<file path="src/rtl/core/mpf_pkg.sv">
// Package: shared types, constants and controller states of the minutiae proximity filter.
package mpf_pkg;

  localparam int MAX_MINUTIAE_DEF = 32;
  localparam int COORD_W          = 10;
  localparam int DSQ_W            = 21;
  localparam int REMOVED_W        = 6;
  localparam int CFG_ADDR_W       = 3;
  localparam int CFG_DATA_W       = 32;
  localparam logic [DSQ_W-1:0] MIN_DIST_SQ_RST = 21'd100;
  localparam logic             REG_MIN_DIST_SQ = 1'b0;

  typedef struct packed {
    logic [COORD_W-1:0] loc_x;
    logic [COORD_W-1:0] loc_y;
    logic               is_bifurcation;
    logic               last_in_set;
  } mpf_in_t;

  typedef struct packed {
    logic                 result_kind;
    logic [COORD_W-1:0]   out_x;
    logic [COORD_W-1:0]   out_y;
    logic                 out_bifurcation;
    logic                 centroid_valid;
    logic [REMOVED_W-1:0] removed_count;
    logic                 last_result;
  } mpf_out_t;

  typedef struct packed {
    logic [COORD_W-1:0] x;
    logic [COORD_W-1:0] y;
    logic               bif;
  } mpf_entry_t;

  typedef struct packed {
    logic init;
    logic load;
    logic pair_run;
    logic emit_run;
    logic div_go;
    logic div_sel_y;
    logic latch_q;
    logic send_centroid;
  } mpf_cmd_t;

  typedef struct packed {
    logic n_lt2;
    logic pair_last;
    logic emit_last;
    logic div_done;
  } mpf_status_t;

  typedef enum logic [3:0] {
    ST_IDLE,
    ST_PAIR,
    ST_EMIT,
    ST_EMIT_DRAIN,
    ST_DIVX_GO,
    ST_DIVX_WAIT,
    ST_DIVY_GO,
    ST_DIVY_WAIT,
    ST_CENTROID
  } mpf_state_t;

endpackage

</file>
<file path="src/rtl/core/minutiae_proximity_filter_top.sv">
// Top level: minutiae proximity filter with register port, controller and datapath.
//
// Minutiae are loaded one per cycle while busy is low; an item past MAX_MINUTIAE
// held entries is dropped. The item with last_in_set raises busy, which stays high
// through the pair pass (one minutia pair per cycle through the dual-read minutia
// store), the emit pass (one entry per cycle), then the x and y centroid
// divisions, one bit per cycle on a shared divider. Results appear on out_data
// for a single cycle with out_valid high; the receiver cannot stall, so it must
// take every beat as it comes. Surviving minutiae arrive in load order, followed
// by the centroid beat with last_result set; busy falls in the cycle that carries
// that beat.
module minutiae_proximity_filter_top
  import mpf_pkg::*;
#(
  parameter int MAX_MINUTIAE = MAX_MINUTIAE_DEF
) (
  input  logic                  clk,
  input  logic                  rst_n,
  input  logic                  start,
  output logic                  busy,
  input  mpf_in_t               in_data,
  output logic                  out_valid,
  output mpf_out_t              out_data,
  input  logic                  psel,
  input  logic                  penable,
  input  logic                  pwrite,
  input  logic [CFG_ADDR_W-1:0] paddr,
  input  logic [CFG_DATA_W-1:0] pwdata,
  output logic [CFG_DATA_W-1:0] prdata,
  output logic                  pready
);

  logic [DSQ_W-1:0] min_dist_sq_r;
  logic             cfg_hit;
  mpf_cmd_t         cmd;
  mpf_status_t      status;

  assign cfg_hit = paddr[CFG_ADDR_W-1] == REG_MIN_DIST_SQ;
  assign pready  = 1'b1;

  always_ff @(posedge clk) begin
    if (!rst_n) begin
      min_dist_sq_r <= MIN_DIST_SQ_RST;
    end else if (psel && penable && pwrite && cfg_hit) begin
      min_dist_sq_r <= pwdata[DSQ_W-1:0];
    end
  end

  assign prdata = cfg_hit ? CFG_DATA_W'(min_dist_sq_r) : '0;

  mpf_ctrl u_ctrl (
    .clk     (clk),
    .rst_n   (rst_n),
    .start   (start),
    .in_last (in_data.last_in_set),
    .status  (status),
    .cmd     (cmd),
    .busy    (busy)
  );

  mpf_datapath #(
    .MAX_MINUTIAE(MAX_MINUTIAE)
  ) u_dp (
    .clk             (clk),
    .rst_n           (rst_n),
    .cmd             (cmd),
    .status          (status),
    .in_data         (in_data),
    .min_distance_sq (min_dist_sq_r),
    .out_valid       (out_valid),
    .out_data        (out_data)
  );

endmodule

</file>
<file path="src/rtl/core/mpf_divider.sv">
// Restoring divider, one quotient bit per cycle.
module mpf_divider
  import mpf_pkg::*;
#(
  parameter int DW = 16,
  parameter int VW = 6
) (
  input  logic          clk,
  input  logic          rst_n,
  input  logic          go,
  input  logic [DW-1:0] dividend,
  input  logic [VW-1:0] divisor,
  output logic          done,
  output logic [DW-1:0] quotient
);

  localparam int KW = $clog2(DW + 1);

  logic [VW-1:0] rem_r;
  logic [VW-1:0] rem_nxt;
  logic [DW-1:0] q_r;
  logic [VW-1:0] divisor_r;
  logic [KW-1:0] cnt_r;
  logic          run_r;
  logic          done_r;
  logic [VW:0]   rem_sh;
  logic [VW:0]   rem_diff;
  logic          fits;

  always_comb begin
    rem_sh   = {rem_r, q_r[DW-1]};
    rem_diff = rem_sh - {1'b0, divisor_r};
    fits     = rem_sh >= {1'b0, divisor_r};
    rem_nxt  = fits ? rem_diff[VW-1:0] : rem_sh[VW-1:0];
  end

  always_ff @(posedge clk) begin
    if (!rst_n) begin
      run_r  <= 1'b0;
      done_r <= 1'b0;
    end else begin
      done_r <= !go && run_r && cnt_r == KW'(1);
      if (go) begin
        run_r <= 1'b1;
      end else if (run_r && cnt_r == KW'(1)) begin
        run_r <= 1'b0;
      end
    end
  end

  always_ff @(posedge clk) begin
    if (go) begin
      rem_r     <= '0;
      q_r       <= dividend;
      divisor_r <= divisor;
      cnt_r     <= KW'(DW);
    end else if (run_r) begin
      rem_r <= rem_nxt;
      q_r   <= {q_r[DW-2:0], fits};
      cnt_r <= cnt_r - KW'(1);
    end
  end

  assign done     = done_r;
  assign quotient = q_r;

endmodule

</file>
<file path="src/rtl/core/mpf_datapath.sv">
// Datapath: minutia store, pair distance check, marks, sums and result register.
module mpf_datapath
  import mpf_pkg::*;
#(
  parameter int MAX_MINUTIAE = MAX_MINUTIAE_DEF
) (
  input  logic             clk,
  input  logic             rst_n,
  input  mpf_cmd_t         cmd,
  output mpf_status_t      status,
  input  mpf_in_t          in_data,
  input  logic [DSQ_W-1:0] min_distance_sq,
  output logic             out_valid,
  output mpf_out_t         out_data
);

  localparam int IW = $clog2(MAX_MINUTIAE);
  localparam int CW = $clog2(MAX_MINUTIAE + 1);
  localparam int SW = COORD_W + CW;

  mpf_entry_t mem [MAX_MINUTIAE];
  mpf_entry_t rd_a_r;
  mpf_entry_t rd_b_r;

  logic [CW-1:0]           n_r;
  logic [IW-1:0]           i_r;
  logic [IW-1:0]           j_r;
  logic [IW-1:0]           e_r;
  logic [IW-1:0]           addr_a;
  logic                    full;
  logic                    pv_r;
  logic [IW-1:0]           pi_r;
  logic [IW-1:0]           pj_r;
  logic                    ev_r;
  logic [IW-1:0]           ek_r;
  logic [MAX_MINUTIAE-1:0] mark_r;
  logic [MAX_MINUTIAE-1:0] mark_set;

  logic [SW-1:0] rid_sx_r;
  logic [SW-1:0] rid_sy_r;
  logic [SW-1:0] bif_sx_r;
  logic [SW-1:0] bif_sy_r;
  logic [CW-1:0] rid_n_r;
  logic [CW-1:0] bif_n_r;
  logic [CW-1:0] removed_r;

  logic [COORD_W-1:0] dx;
  logic [COORD_W-1:0] dy;
  logic [2*COORD_W-1:0] dx2;
  logic [2*COORD_W-1:0] dy2;
  logic [DSQ_W-1:0]   dsq;
  logic               close_pair;

  logic          use_bif;
  logic [CW-1:0] cnt;
  logic          cnt_nz;
  logic [SW-1:0] div_num;
  logic          div_done;
  logic [SW-1:0] div_q;
  logic [COORD_W-1:0] qx_r;
  logic [COORD_W-1:0] qy_r;

  logic     out_valid_r;
  mpf_out_t out_data_r;

  assign full   = n_r == CW'(MAX_MINUTIAE);
  assign addr_a = cmd.emit_run ? e_r : i_r;

  always_ff @(posedge clk) begin
    if (cmd.load && !full) begin
      mem[n_r[IW-1:0]] <= '{x: in_data.loc_x, y: in_data.loc_y, bif: in_data.is_bifurcation};
    end
    rd_a_r <= mem[addr_a];
    rd_b_r <= mem[j_r];
  end

  always_comb begin
    status.n_lt2     = n_r < CW'(2);
    status.pair_last = (CW'(i_r) == n_r - CW'(2)) && (CW'(j_r) == n_r - CW'(1));
    status.emit_last = CW'(e_r) == n_r - CW'(1);
    status.div_done  = div_done;
  end

  always_ff @(posedge clk) begin
    if (cmd.init) begin
      i_r <= '0;
      j_r <= IW'(1);
      e_r <= '0;
    end else begin
      if (cmd.pair_run) begin
        if (CW'(j_r) == n_r - CW'(1)) begin
          i_r <= i_r + IW'(1);
          j_r <= IW'(i_r + 2'd2);
        end else begin
          j_r <= j_r + IW'(1);
        end
      end
      if (cmd.emit_run) begin
        e_r <= e_r + IW'(1);
      end
    end
    pi_r <= i_r;
    pj_r <= j_r;
    ek_r <= e_r;
  end

  always_comb begin
    dx  = (rd_a_r.x > rd_b_r.x) ? rd_a_r.x - rd_b_r.x : rd_b_r.x - rd_a_r.x;
    dy  = (rd_a_r.y > rd_b_r.y) ? rd_a_r.y - rd_b_r.y : rd_b_r.y - rd_a_r.y;
    dx2 = dx * dx;
    dy2 = dy * dy;
    dsq = {1'b0, dx2} + {1'b0, dy2};
    close_pair = pv_r && !rd_a_r.bif && !rd_b_r.bif && (dsq < min_distance_sq);
  end

  always_comb begin
    mark_set = '0;
    if (close_pair) begin
      mark_set[pi_r] = 1'b1;
      mark_set[pj_r] = 1'b1;
    end
  end

  always_ff @(posedge clk) begin
    if (!rst_n) begin
      n_r    <= '0;
      mark_r <= '0;
      pv_r   <= 1'b0;
      ev_r   <= 1'b0;
    end else begin
      pv_r <= cmd.pair_run;
      ev_r <= cmd.emit_run;
      if (cmd.send_centroid) begin
        n_r    <= '0;
        mark_r <= '0;
      end else begin
        if (cmd.load && !full) begin
          n_r <= n_r + CW'(1);
        end
        mark_r <= mark_r | mark_set;
      end
    end
  end

  always_ff @(posedge clk) begin
    if (cmd.init) begin
      rid_sx_r  <= '0;
      rid_sy_r  <= '0;
      bif_sx_r  <= '0;
      bif_sy_r  <= '0;
      rid_n_r   <= '0;
      bif_n_r   <= '0;
      removed_r <= '0;
    end else if (ev_r) begin
      if (mark_r[ek_r]) begin
        removed_r <= removed_r + CW'(1);
      end else if (rd_a_r.bif) begin
        bif_sx_r <= bif_sx_r + SW'(rd_a_r.x);
        bif_sy_r <= bif_sy_r + SW'(rd_a_r.y);
        bif_n_r  <= bif_n_r + CW'(1);
      end else begin
        rid_sx_r <= rid_sx_r + SW'(rd_a_r.x);
        rid_sy_r <= rid_sy_r + SW'(rd_a_r.y);
        rid_n_r  <= rid_n_r + CW'(1);
      end
    end
  end

  always_comb begin
    use_bif = (bif_n_r != '0) && (bif_n_r < rid_n_r);
    cnt     = use_bif ? bif_n_r : rid_n_r;
    cnt_nz  = cnt != '0;
    if (cmd.div_sel_y) begin
      div_num = use_bif ? bif_sy_r : rid_sy_r;
    end else begin
      div_num = use_bif ? bif_sx_r : rid_sx_r;
    end
  end

  mpf_divider #(
    .DW(SW),
    .VW(CW)
  ) u_div (
    .clk      (clk),
    .rst_n    (rst_n),
    .go       (cmd.div_go),
    .dividend (div_num),
    .divisor  (cnt),
    .done     (div_done),
    .quotient (div_q)
  );

  always_ff @(posedge clk) begin
    if (cmd.latch_q) begin
      if (cmd.div_sel_y) begin
        qy_r <= div_q[COORD_W-1:0];
      end else begin
        qx_r <= div_q[COORD_W-1:0];
      end
    end
  end

  always_ff @(posedge clk) begin
    if (!rst_n) begin
      out_valid_r <= 1'b0;
    end else begin
      out_valid_r <= cmd.send_centroid || (ev_r && !mark_r[ek_r]);
    end
  end

  always_ff @(posedge clk) begin
    if (cmd.send_centroid) begin
      out_data_r.result_kind     <= 1'b1;
      out_data_r.out_x           <= cnt_nz ? qx_r : '0;
      out_data_r.out_y           <= cnt_nz ? qy_r : '0;
      out_data_r.out_bifurcation <= cnt_nz && use_bif;
      out_data_r.centroid_valid  <= cnt_nz;
      out_data_r.removed_count   <= REMOVED_W'(removed_r);
      out_data_r.last_result     <= 1'b1;
    end else begin
      out_data_r.result_kind     <= 1'b0;
      out_data_r.out_x           <= rd_a_r.x;
      out_data_r.out_y           <= rd_a_r.y;
      out_data_r.out_bifurcation <= rd_a_r.bif;
      out_data_r.centroid_valid  <= 1'b0;
      out_data_r.removed_count   <= '0;
      out_data_r.last_result     <= 1'b0;
    end
  end

  assign out_valid = out_valid_r;
  assign out_data  = out_data_r;

endmodule

</file>
<file path="src/rtl/core/mpf_ctrl.sv">
// Controller: sequences load, pair pass, emit pass, centroid divisions and summary.
module mpf_ctrl
  import mpf_pkg::*;
(
  input  logic        clk,
  input  logic        rst_n,
  input  logic        start,
  input  logic        in_last,
  input  mpf_status_t status,
  output mpf_cmd_t    cmd,
  output logic        busy
);

  mpf_state_t state_r;
  mpf_state_t state_nxt;

  always_ff @(posedge clk) begin
    if (!rst_n) begin
      state_r <= ST_IDLE;
    end else begin
      state_r <= state_nxt;
    end
  end

  always_comb begin
    state_nxt = state_r;
    unique case (state_r)
      ST_IDLE: begin
        if (start && in_last) state_nxt = ST_PAIR;
      end
      ST_PAIR: begin
        if (status.n_lt2 || status.pair_last) state_nxt = ST_EMIT;
      end
      ST_EMIT: begin
        if (status.emit_last) state_nxt = ST_EMIT_DRAIN;
      end
      ST_EMIT_DRAIN: state_nxt = ST_DIVX_GO;
      ST_DIVX_GO:    state_nxt = ST_DIVX_WAIT;
      ST_DIVX_WAIT: begin
        if (status.div_done) state_nxt = ST_DIVY_GO;
      end
      ST_DIVY_GO:    state_nxt = ST_DIVY_WAIT;
      ST_DIVY_WAIT: begin
        if (status.div_done) state_nxt = ST_CENTROID;
      end
      ST_CENTROID:   state_nxt = ST_IDLE;
      default:       state_nxt = ST_IDLE;
    endcase
  end

  always_comb begin
    cmd  = '0;
    busy = 1'b1;
    unique case (state_r)
      ST_IDLE: begin
        busy     = 1'b0;
        cmd.init = 1'b1;
        cmd.load = start;
      end
      ST_PAIR:       cmd.pair_run = !status.n_lt2;
      ST_EMIT:       cmd.emit_run = 1'b1;
      ST_EMIT_DRAIN: cmd = '0;
      ST_DIVX_GO:    cmd.div_go = 1'b1;
      ST_DIVX_WAIT:  cmd.latch_q = status.div_done;
      ST_DIVY_GO: begin
        cmd.div_go    = 1'b1;
        cmd.div_sel_y = 1'b1;
      end
      ST_DIVY_WAIT: begin
        cmd.div_sel_y = 1'b1;
        cmd.latch_q   = status.div_done;
      end
      ST_CENTROID:   cmd.send_centroid = 1'b1;
      default:       cmd = '0;
    endcase
  end

endmodule

</file>
<file path="config.mk">
export PLATFORM = sky130hd
export DESIGN_NAME = minutiae_proximity_filter_top
export DESIGN_NICKNAME = d
export VERILOG_FILES = /design/src/rtl/core/mpf_pkg.sv /design/src/rtl/core/minutiae_proximity_filter_top.sv /design/src/rtl/core/mpf_divider.sv /design/src/rtl/core/mpf_datapath.sv /design/src/rtl/core/mpf_ctrl.sv
export SDC_FILE = /design/constraint.sdc
export NUM_CORES = 2
export LEC_CHECK = 0
export ABC_AREA = 1
export BUFFER_PORTS_ARGS = -buffer_cell sky130_fd_sc_hd__buf_4
export CORE_MARGIN = 4
export CORE_UTILIZATION = 58
export DETAILED_ROUTE_END_ITERATION = 16
export PLACE_DENSITY = 0.86
export SLEW_MARGIN = 20
export SYNTH_ARGS = -nofsm -noshare
export SYNTH_HDL_FRONTEND = slang
export SYNTH_SLANG_ARGS = --single-unit
</file>
<file path="constraint.sdc">
create_clock -name clk -period 7.6 [get_ports clk]
set_input_delay 0.76 -clock clk [delete_from_list [all_inputs] [get_ports clk]]
set_output_delay 0.76 -clock clk [all_outputs]
set_load 0.01 [all_outputs]
</file>
# After elaboration in Yosys (flattened, before gate mapping)
# Memory sizes are Yosys's and may differ from the RTL's. A register that Yosys moved wholly into a read port is not among the register bits.
# Index checks and enable logic that the tools add are counted.
classes:
  mul: 2
  eq_ne: 18
  n_lt_le_gt_ge: 11
  bitwise: 7
  n_mux: 40
  n_reduce_logical: 41
  addsub: 21
op_table:
  columns: ["cell", "count"]
  rows:
  - ["2-to-1 mux 16 bit", 5]
  - ["adder 16 x 10 -> 16 bit", 4]
  - ["OR 32 bit", 2]
  - ["multiplier 10 x 10 -> 20 bit", 2]
  - ["2-to-1 mux 10 bit", 4]
  - ["subtractor 10 bit", 4]
  - ["2-to-1 mux 32 bit", 1]
  - ["case mux 4 bit (8 select lines)", 1]
  - ["2-to-1 mux 30 bit", 1]
  - ["adder 6 x 1 -> 6 bit (second input constant)", 4]
  - ["adder 20 x 20 -> 21 bit", 1]
  - ["< comparator 21 bit", 1]
  - ["2-to-1 mux 21 bit", 1]
  - ["greater-than comparator 10 bit", 2]
  - ["2-to-1 mux 4 bit", 5]
  - ["equality test 5 x 6 -> 1 bit", 3]
  - ["< comparator 5 x 6 -> 1 bit (second input constant)", 3]
  - ["logical AND 1 bit", 17]
  - ["equality test 4 x 3 -> 1 bit (second input constant)", 4]
  - ["adder 5 x 1 -> 5 bit (second input constant)", 3]
  - ["2-to-1 mux 1 bit", 14]
  - ["2-to-1 mux 6 bit", 2]
  - ["nonzero test 6 bit", 2]
  - ["demux 1 bit (select 5 bit)", 2]
  - ["28 further kinds", 52]
word_totals:
  output_inout_bits: 65
  regBits: 263
  wordCells: 176
  memories: 1
  input_bits: 63
  ramBits: 672
mem_list:
  columns: ["memory", "words", "width", "rd", "rd_ports_with_merged_regs", "wr", "line", "rtl"]
  rows:
  - ["u_dp.mem", 32, 21, 2, 2, 1, "mpf_datapath.sv:21", "mpf_entry_t mem [MAX_MINUTIAE];"]

# Depth between registers and ports, before layout
depth:
  ltp_word: 8
  mapped_depth: 44
  depth_no_buf: 42

# Modules after synthesis
# A second synthesis with hierarchy kept.
unflattened:
  hier_cells: 6796
  hier_area_um2: 57616.5
by_module_without_submodules:
  columns: ["mod", "cells_per_inst", "n_inst", "seq_area_each_um2", "area_each_um2"]
  rows:
  - ["mpf_datapath", 6341, 1, 25264.2, 54342.1]
  - ["mpf_divider", 208, 1, 920.9, 1795.5]
  - ["minutiae_proximity_filter_top", 192, 1, 420.4, 1153.6]
  - ["mpf_ctrl", 55, 1, 80.1, 325.3]

# Worst setup path after synthesis
# OpenSTA, ideal clock, no wires.
synth_timing:
  path_type: "register to register"
  from: "register, netlist name u_dp.rd_a_r[11]"
  to: "register u_dp.mark_r[2]"
  stages_incl_launch_ff: 38
  setup_ps: 72
  setup_slack_ps: -372
  n_path_buf: 1
  arrival_ps: 7900
  synth_period_minus_slack_ps: 7972
  required_time_ps: 7528
  path_cell_list: "dfxtp_1 > inv_1 > ha_1 > inv_1 > fa_1 > nand2_1 > nand2_1 > a21oi_1 > xor2_1 > nand2_1 > nand2_1 > clkinv_1 > nor2_1 > fa_1 > fa_1 > inv_1 > fa_1 > inv_1 > [... 2 more ...] > fa_1 > inv_1 > fa_1 > inv_1 > ha_1 > a21oi_1 > o21a_1 > nand2_1 > a21oi_1 > xnor2_1 > ha_1 > a21oi_1 > o21ai_0 > a21o_1 > a21oi_1 > clkbuf_1 > nand3_1 > a21oi_1"
synth_via:
  elab_chain_cells: 8
  word_cells_on_any_way: 10
  classes_between: "add/sub (3); mul (1); order compare (2); mux (2); bitwise (1); reduce/logical (1)"
synth_rtl:
  columns: ["element", "line", "rtl"]
  rows:
  - ["subtractor 10 bit / greater-than comparator 10 bit (equally long branches)", "mpf_datapath.sv:108", "dx = (rd_a_r.x > rd_b_r.x) ? rd_a_r.x - rd_b_r.x : rd_b_r.x - rd_a_r.x;"]
  - ["2-to-1 mux 10 bit (*)", "mpf_datapath.sv:108", null]
  - ["multiplier 10 x 10 -> 20 bit (*)", "mpf_datapath.sv:110", "dx2 = dx * dx;"]
  - ["adder 20 x 20 -> 21 bit (*)", "mpf_datapath.sv:112", "dsq = {1'b0, dx2} + {1'b0, dy2};"]
  - ["< comparator 21 bit (*)", "mpf_datapath.sv:113", "close_pair = pv_r && !rd_a_r.bif && !rd_b_r.bif && (dsq < min_distance_sq);"]
  - ["logical AND 1 bit (*)", "mpf_datapath.sv:113", null]
  - ["2-to-1 mux 32 bit (*)", "mpf_datapath.sv:118", "if (close_pair) begin"]
  - ["OR 32 bit (*)", "mpf_datapath.sv:140", "mark_r <= mark_r | mark_set;"]
  - ["end signal: assignment", "mpf_datapath.sv:140", null]
  - ["end: declaration", "mpf_datapath.sv:36", "logic [MAX_MINUTIAE-1:0] mark_r;"]
# Every way passes the cells marked *; elsewhere a longest branch is shown, timed or not.
# A chain may end at the register's enable or synchronous reset.

# Final worst setup path
layout_timing:
  from: "register, netlist name u_dp.rd_a_r[5]"
  to: "register u_dp.mark_r[3]"
layout_via:
  elab_chain_cells: 8
  word_cells_on_any_way: 10
  classes_between: "add/sub (3); mul (1); order compare (2); mux (2); bitwise (1); reduce/logical (1)"
layout_rtl:
  columns: ["element", "line", "rtl"]
  rows:
  - ["subtractor 10 bit / greater-than comparator 10 bit (equally long branches)", "mpf_datapath.sv:109", "dy = (rd_a_r.y > rd_b_r.y) ? rd_a_r.y - rd_b_r.y : rd_b_r.y - rd_a_r.y;"]
  - ["2-to-1 mux 10 bit (*)", "mpf_datapath.sv:109", null]
  - ["multiplier 10 x 10 -> 20 bit (*)", "mpf_datapath.sv:111", "dy2 = dy * dy;"]
  - ["adder 20 x 20 -> 21 bit (*)", "mpf_datapath.sv:112", null]
  - ["< comparator 21 bit (*)", "mpf_datapath.sv:113", null]
  - ["logical AND 1 bit (*)", "mpf_datapath.sv:113", null]
  - ["2-to-1 mux 32 bit (*)", "mpf_datapath.sv:118", null]
  - ["OR 32 bit (*)", "mpf_datapath.sv:140", null]
# Marked as above.

==> reports/qor.yml <==
outcome:
  outcome: "complete, but fails checks"
  violations: "negative setup slack"
floorplan:
  core_um2: 98700
  die-area_um2: 105000
  num_rows: 115
  initial_core_util_pct: 58.7
  ioPinCount: 128
  die_w_um: 324
  dieHeight_um: 324
clock_network:
  postCtsHoldBufs: 0
  cts_tree: "done"
  htreeDepth: 3
  clkLatencyLatePin_ns: 0.71
  cts_buffer_depth: 3
  clock-sinks: 976
  path_clk_slew_ns: 0.06
  cts_buffers: 98
  cts_root_buf: "clkbuf_16"
synthesis:
  synth_top_area_share_pct: 37.0
  ys_ff_latch: 976
  synth_area_leader_cell: "edfxtp_1"
  synth.area.top_cells: "edfxtp_1 (37%), nand2_1 (9.8%), dfxtp_1 (9.1%)"
  synth.yosys.seq_area_share_pct: 46.1
  synth_edf_count: 714
  syn-instance-count: 6953
  synthArstFlopShare_pct: 0
  syn_area_um2: 57900
  ys.flop_type: "edfxtp_1"
  synth_cell_types: 52
  synth_warnings: 0
  avgSynthCellArea_um2: 8.33
timing:
  min_period_over_period_pct: 106
  setup_viol_count_final: 32
  max_freq_mhz: 125
  worst_hold_slack_ns: 0.315
  layout_min_cycle_time_ns: 8.02
  slew_violations: 0
  relSlewSlack_pct: 22.1
  hold_viol_final: 0
  clock_skew_ns: 0.0560
  setup_slack_ns: -0.423
  tightest_slew_ns: 1.17
  rsz0062_at_grt: "yes"
global_route:
  grt_max_degree: 245
  antenna_found_initial: 4
  grt_pass1_vias: 51000
  gr-total-overflow: 0
  grt_first_pass_wirelength_um: 271000
  grt_use_total_pct: 33.0
place:
  dpl.hpwl_um: 108000
  place_congestion: 0.937
  portBuffers: 102
drt:
  drtAntennaViolNets: 0
  dr.pass1.iters: 7
  drt_wl_total_um: 180000
  wire_per_inst_um: 21.2
  vias_per_cell: 6.18
  drc: 0
  drtIter0Drc: 7644
  num_vias: 52500
min_path:
  hp-class: "primary input to flip-flop"
  min_path_cells: 3
run:
  max-cap-violations: 0
setup_path:
  cp-end-kind: "flip-flop"
  crit_required_ns: 8.12
  crit_fanout: 8
  crit_top_cell: "fa_1"
  slowest_delay_ns: 0.57
  crit_arrival_ns: 8.55
  critPathSlowestCell: "fa_1"
  cp-start-kind: "flip-flop"
  rr_worst_depth: 36
  crit_type: "flip-flop to flip-flop"
layout:
  fin_nets: 7534
  final_common_cell: "nand2_1"
  syn2layout_area_growth_pct: 14.0
  final_cell_mix: "nand2_1 (1459), inv_1 (972), edfxtp_1 (714)"
  drive_gt1_share_pct: 12.6
## cell usage after synthesis, types with 10 or more instances
cell,count
fa_1,140
nand2_1,1511
dfxtp_1,262
inv_1,998
xnor2_1,43
xor2_1,60
o21ai_1,37
a31oi_1,19
clkbuf_1,158
nor2_1,371
buf_2,148
o21ai_0,496
o21bai_1,10
a21oi_1,485
nand4_1,119
and2_1,10
nand3_1,677
o211ai_1,229
nor3_1,30
o22ai_1,64
ha_1,210
inv_2,11
edfxtp_1,714
buf_4,19
buf_1,57
## critical path: cells and delay by family, from the launching register on
kind | cells | cell delay (ns)
adders and majority gates | 10 | 4.49
buffers and inverters | 8 | 0.83
and+or+nand+nor | 13 | 1.37
AOI/OAI and AO/OA | 3 | 0.45
xor gates and xnor gates | 2 | 0.30
DFF | 1 | 0.42
## layout make-up
type,count,area [um^2]
inverters,1014,3830
repair buffers,444,3540
clock buffers,124,2660
fillers,7300,32700
well taps,1287,1610
clock inverters,59,593
multi-input cells,4587,27000
flip-flops and latches,976,26700
diodes,1,2.50
## per-stage QoR
step	setup slack [ns]	TNS, ns	utilization, %	cells	area (um^2)
6_report	-0.423	-12.55	66.9	8492	66000
2_1_floorplan	0.00309	0	-	6963	58000
4_1_cts	-0.260	-7.78	66.1	8469	65200
3_5_place_dp	-0.638	-19.41	62.0	8267	61200
5_1_grt	-0.785	-22.27	66.9	8491	66000
3_3_place_gp	-0.416	-13.12	62.0	8267	61200
## state kept, by name, summed over array words and instances, names as in the netlist, 10 cells and up
name	cells
u_dp.rid_sy_r	16
u_dp.rd_a_r	21
min_dist_sq_r	21
u_dp.rid_sx_r	16
u_dp.rd_b_r	21
u_dp.mark_r	32
u_dp.qy_r	10
u_dp.qx_r	10
u_dp.out_data	29
u_dp.mem	672
u_dp.bif_sx_r	16
u_dp.u_div.quotient	16
u_dp.bif_sy_r	16
## repair_timing
item | 4_1_cts | 5_1_grt
buffers inserted | 17 | 19
cloned | 2 | 4
resized for setup | 138 | 161
pin swaps | 36 | 66
setup endpoints to repair | 32 | 32
## layer usage
metal  vias up  global-route usage [%]  wire (um)
met1     24200                    39.3      61000
met2      3667                    54.5      83200
met4         4                    20.4      12900
li1      23600                       -          -
met5         -                       0         47
met3       956                    7.67      22900
## cell families after synthesis
kind of cell,Yosys count,synth area share (%)
XOR/XNOR,103,1.56
AO/OA/AOI/OAI,1373,13.3
adder cells (fa/ha/maj),350,9.38
flip-flops,976,46.1
other,2,0.0130
buffers and inverters,1400,9.56
AND/OR/NAND/NOR,2749,20.1
## path summary, 6_finish.rpt
check                                     from          endpoint  slack, ns
worst max-delay path            u_dp.rd_a_r[5]    u_dp.mark_r[3]      -0.42
worst min-delay path                 pwdata[6]  min_dist_sq_r[6]       0.32
worst max register to register  u_dp.rd_a_r[5]    u_dp.mark_r[3]      -0.42
worst min register to register     u_dp.j_r[2]      u_dp.pj_r[2]       0.36
Power is left out: the tool's default activity adds up to more than one toggle a clock period on the data nets, which glitch-free logic cannot reach.
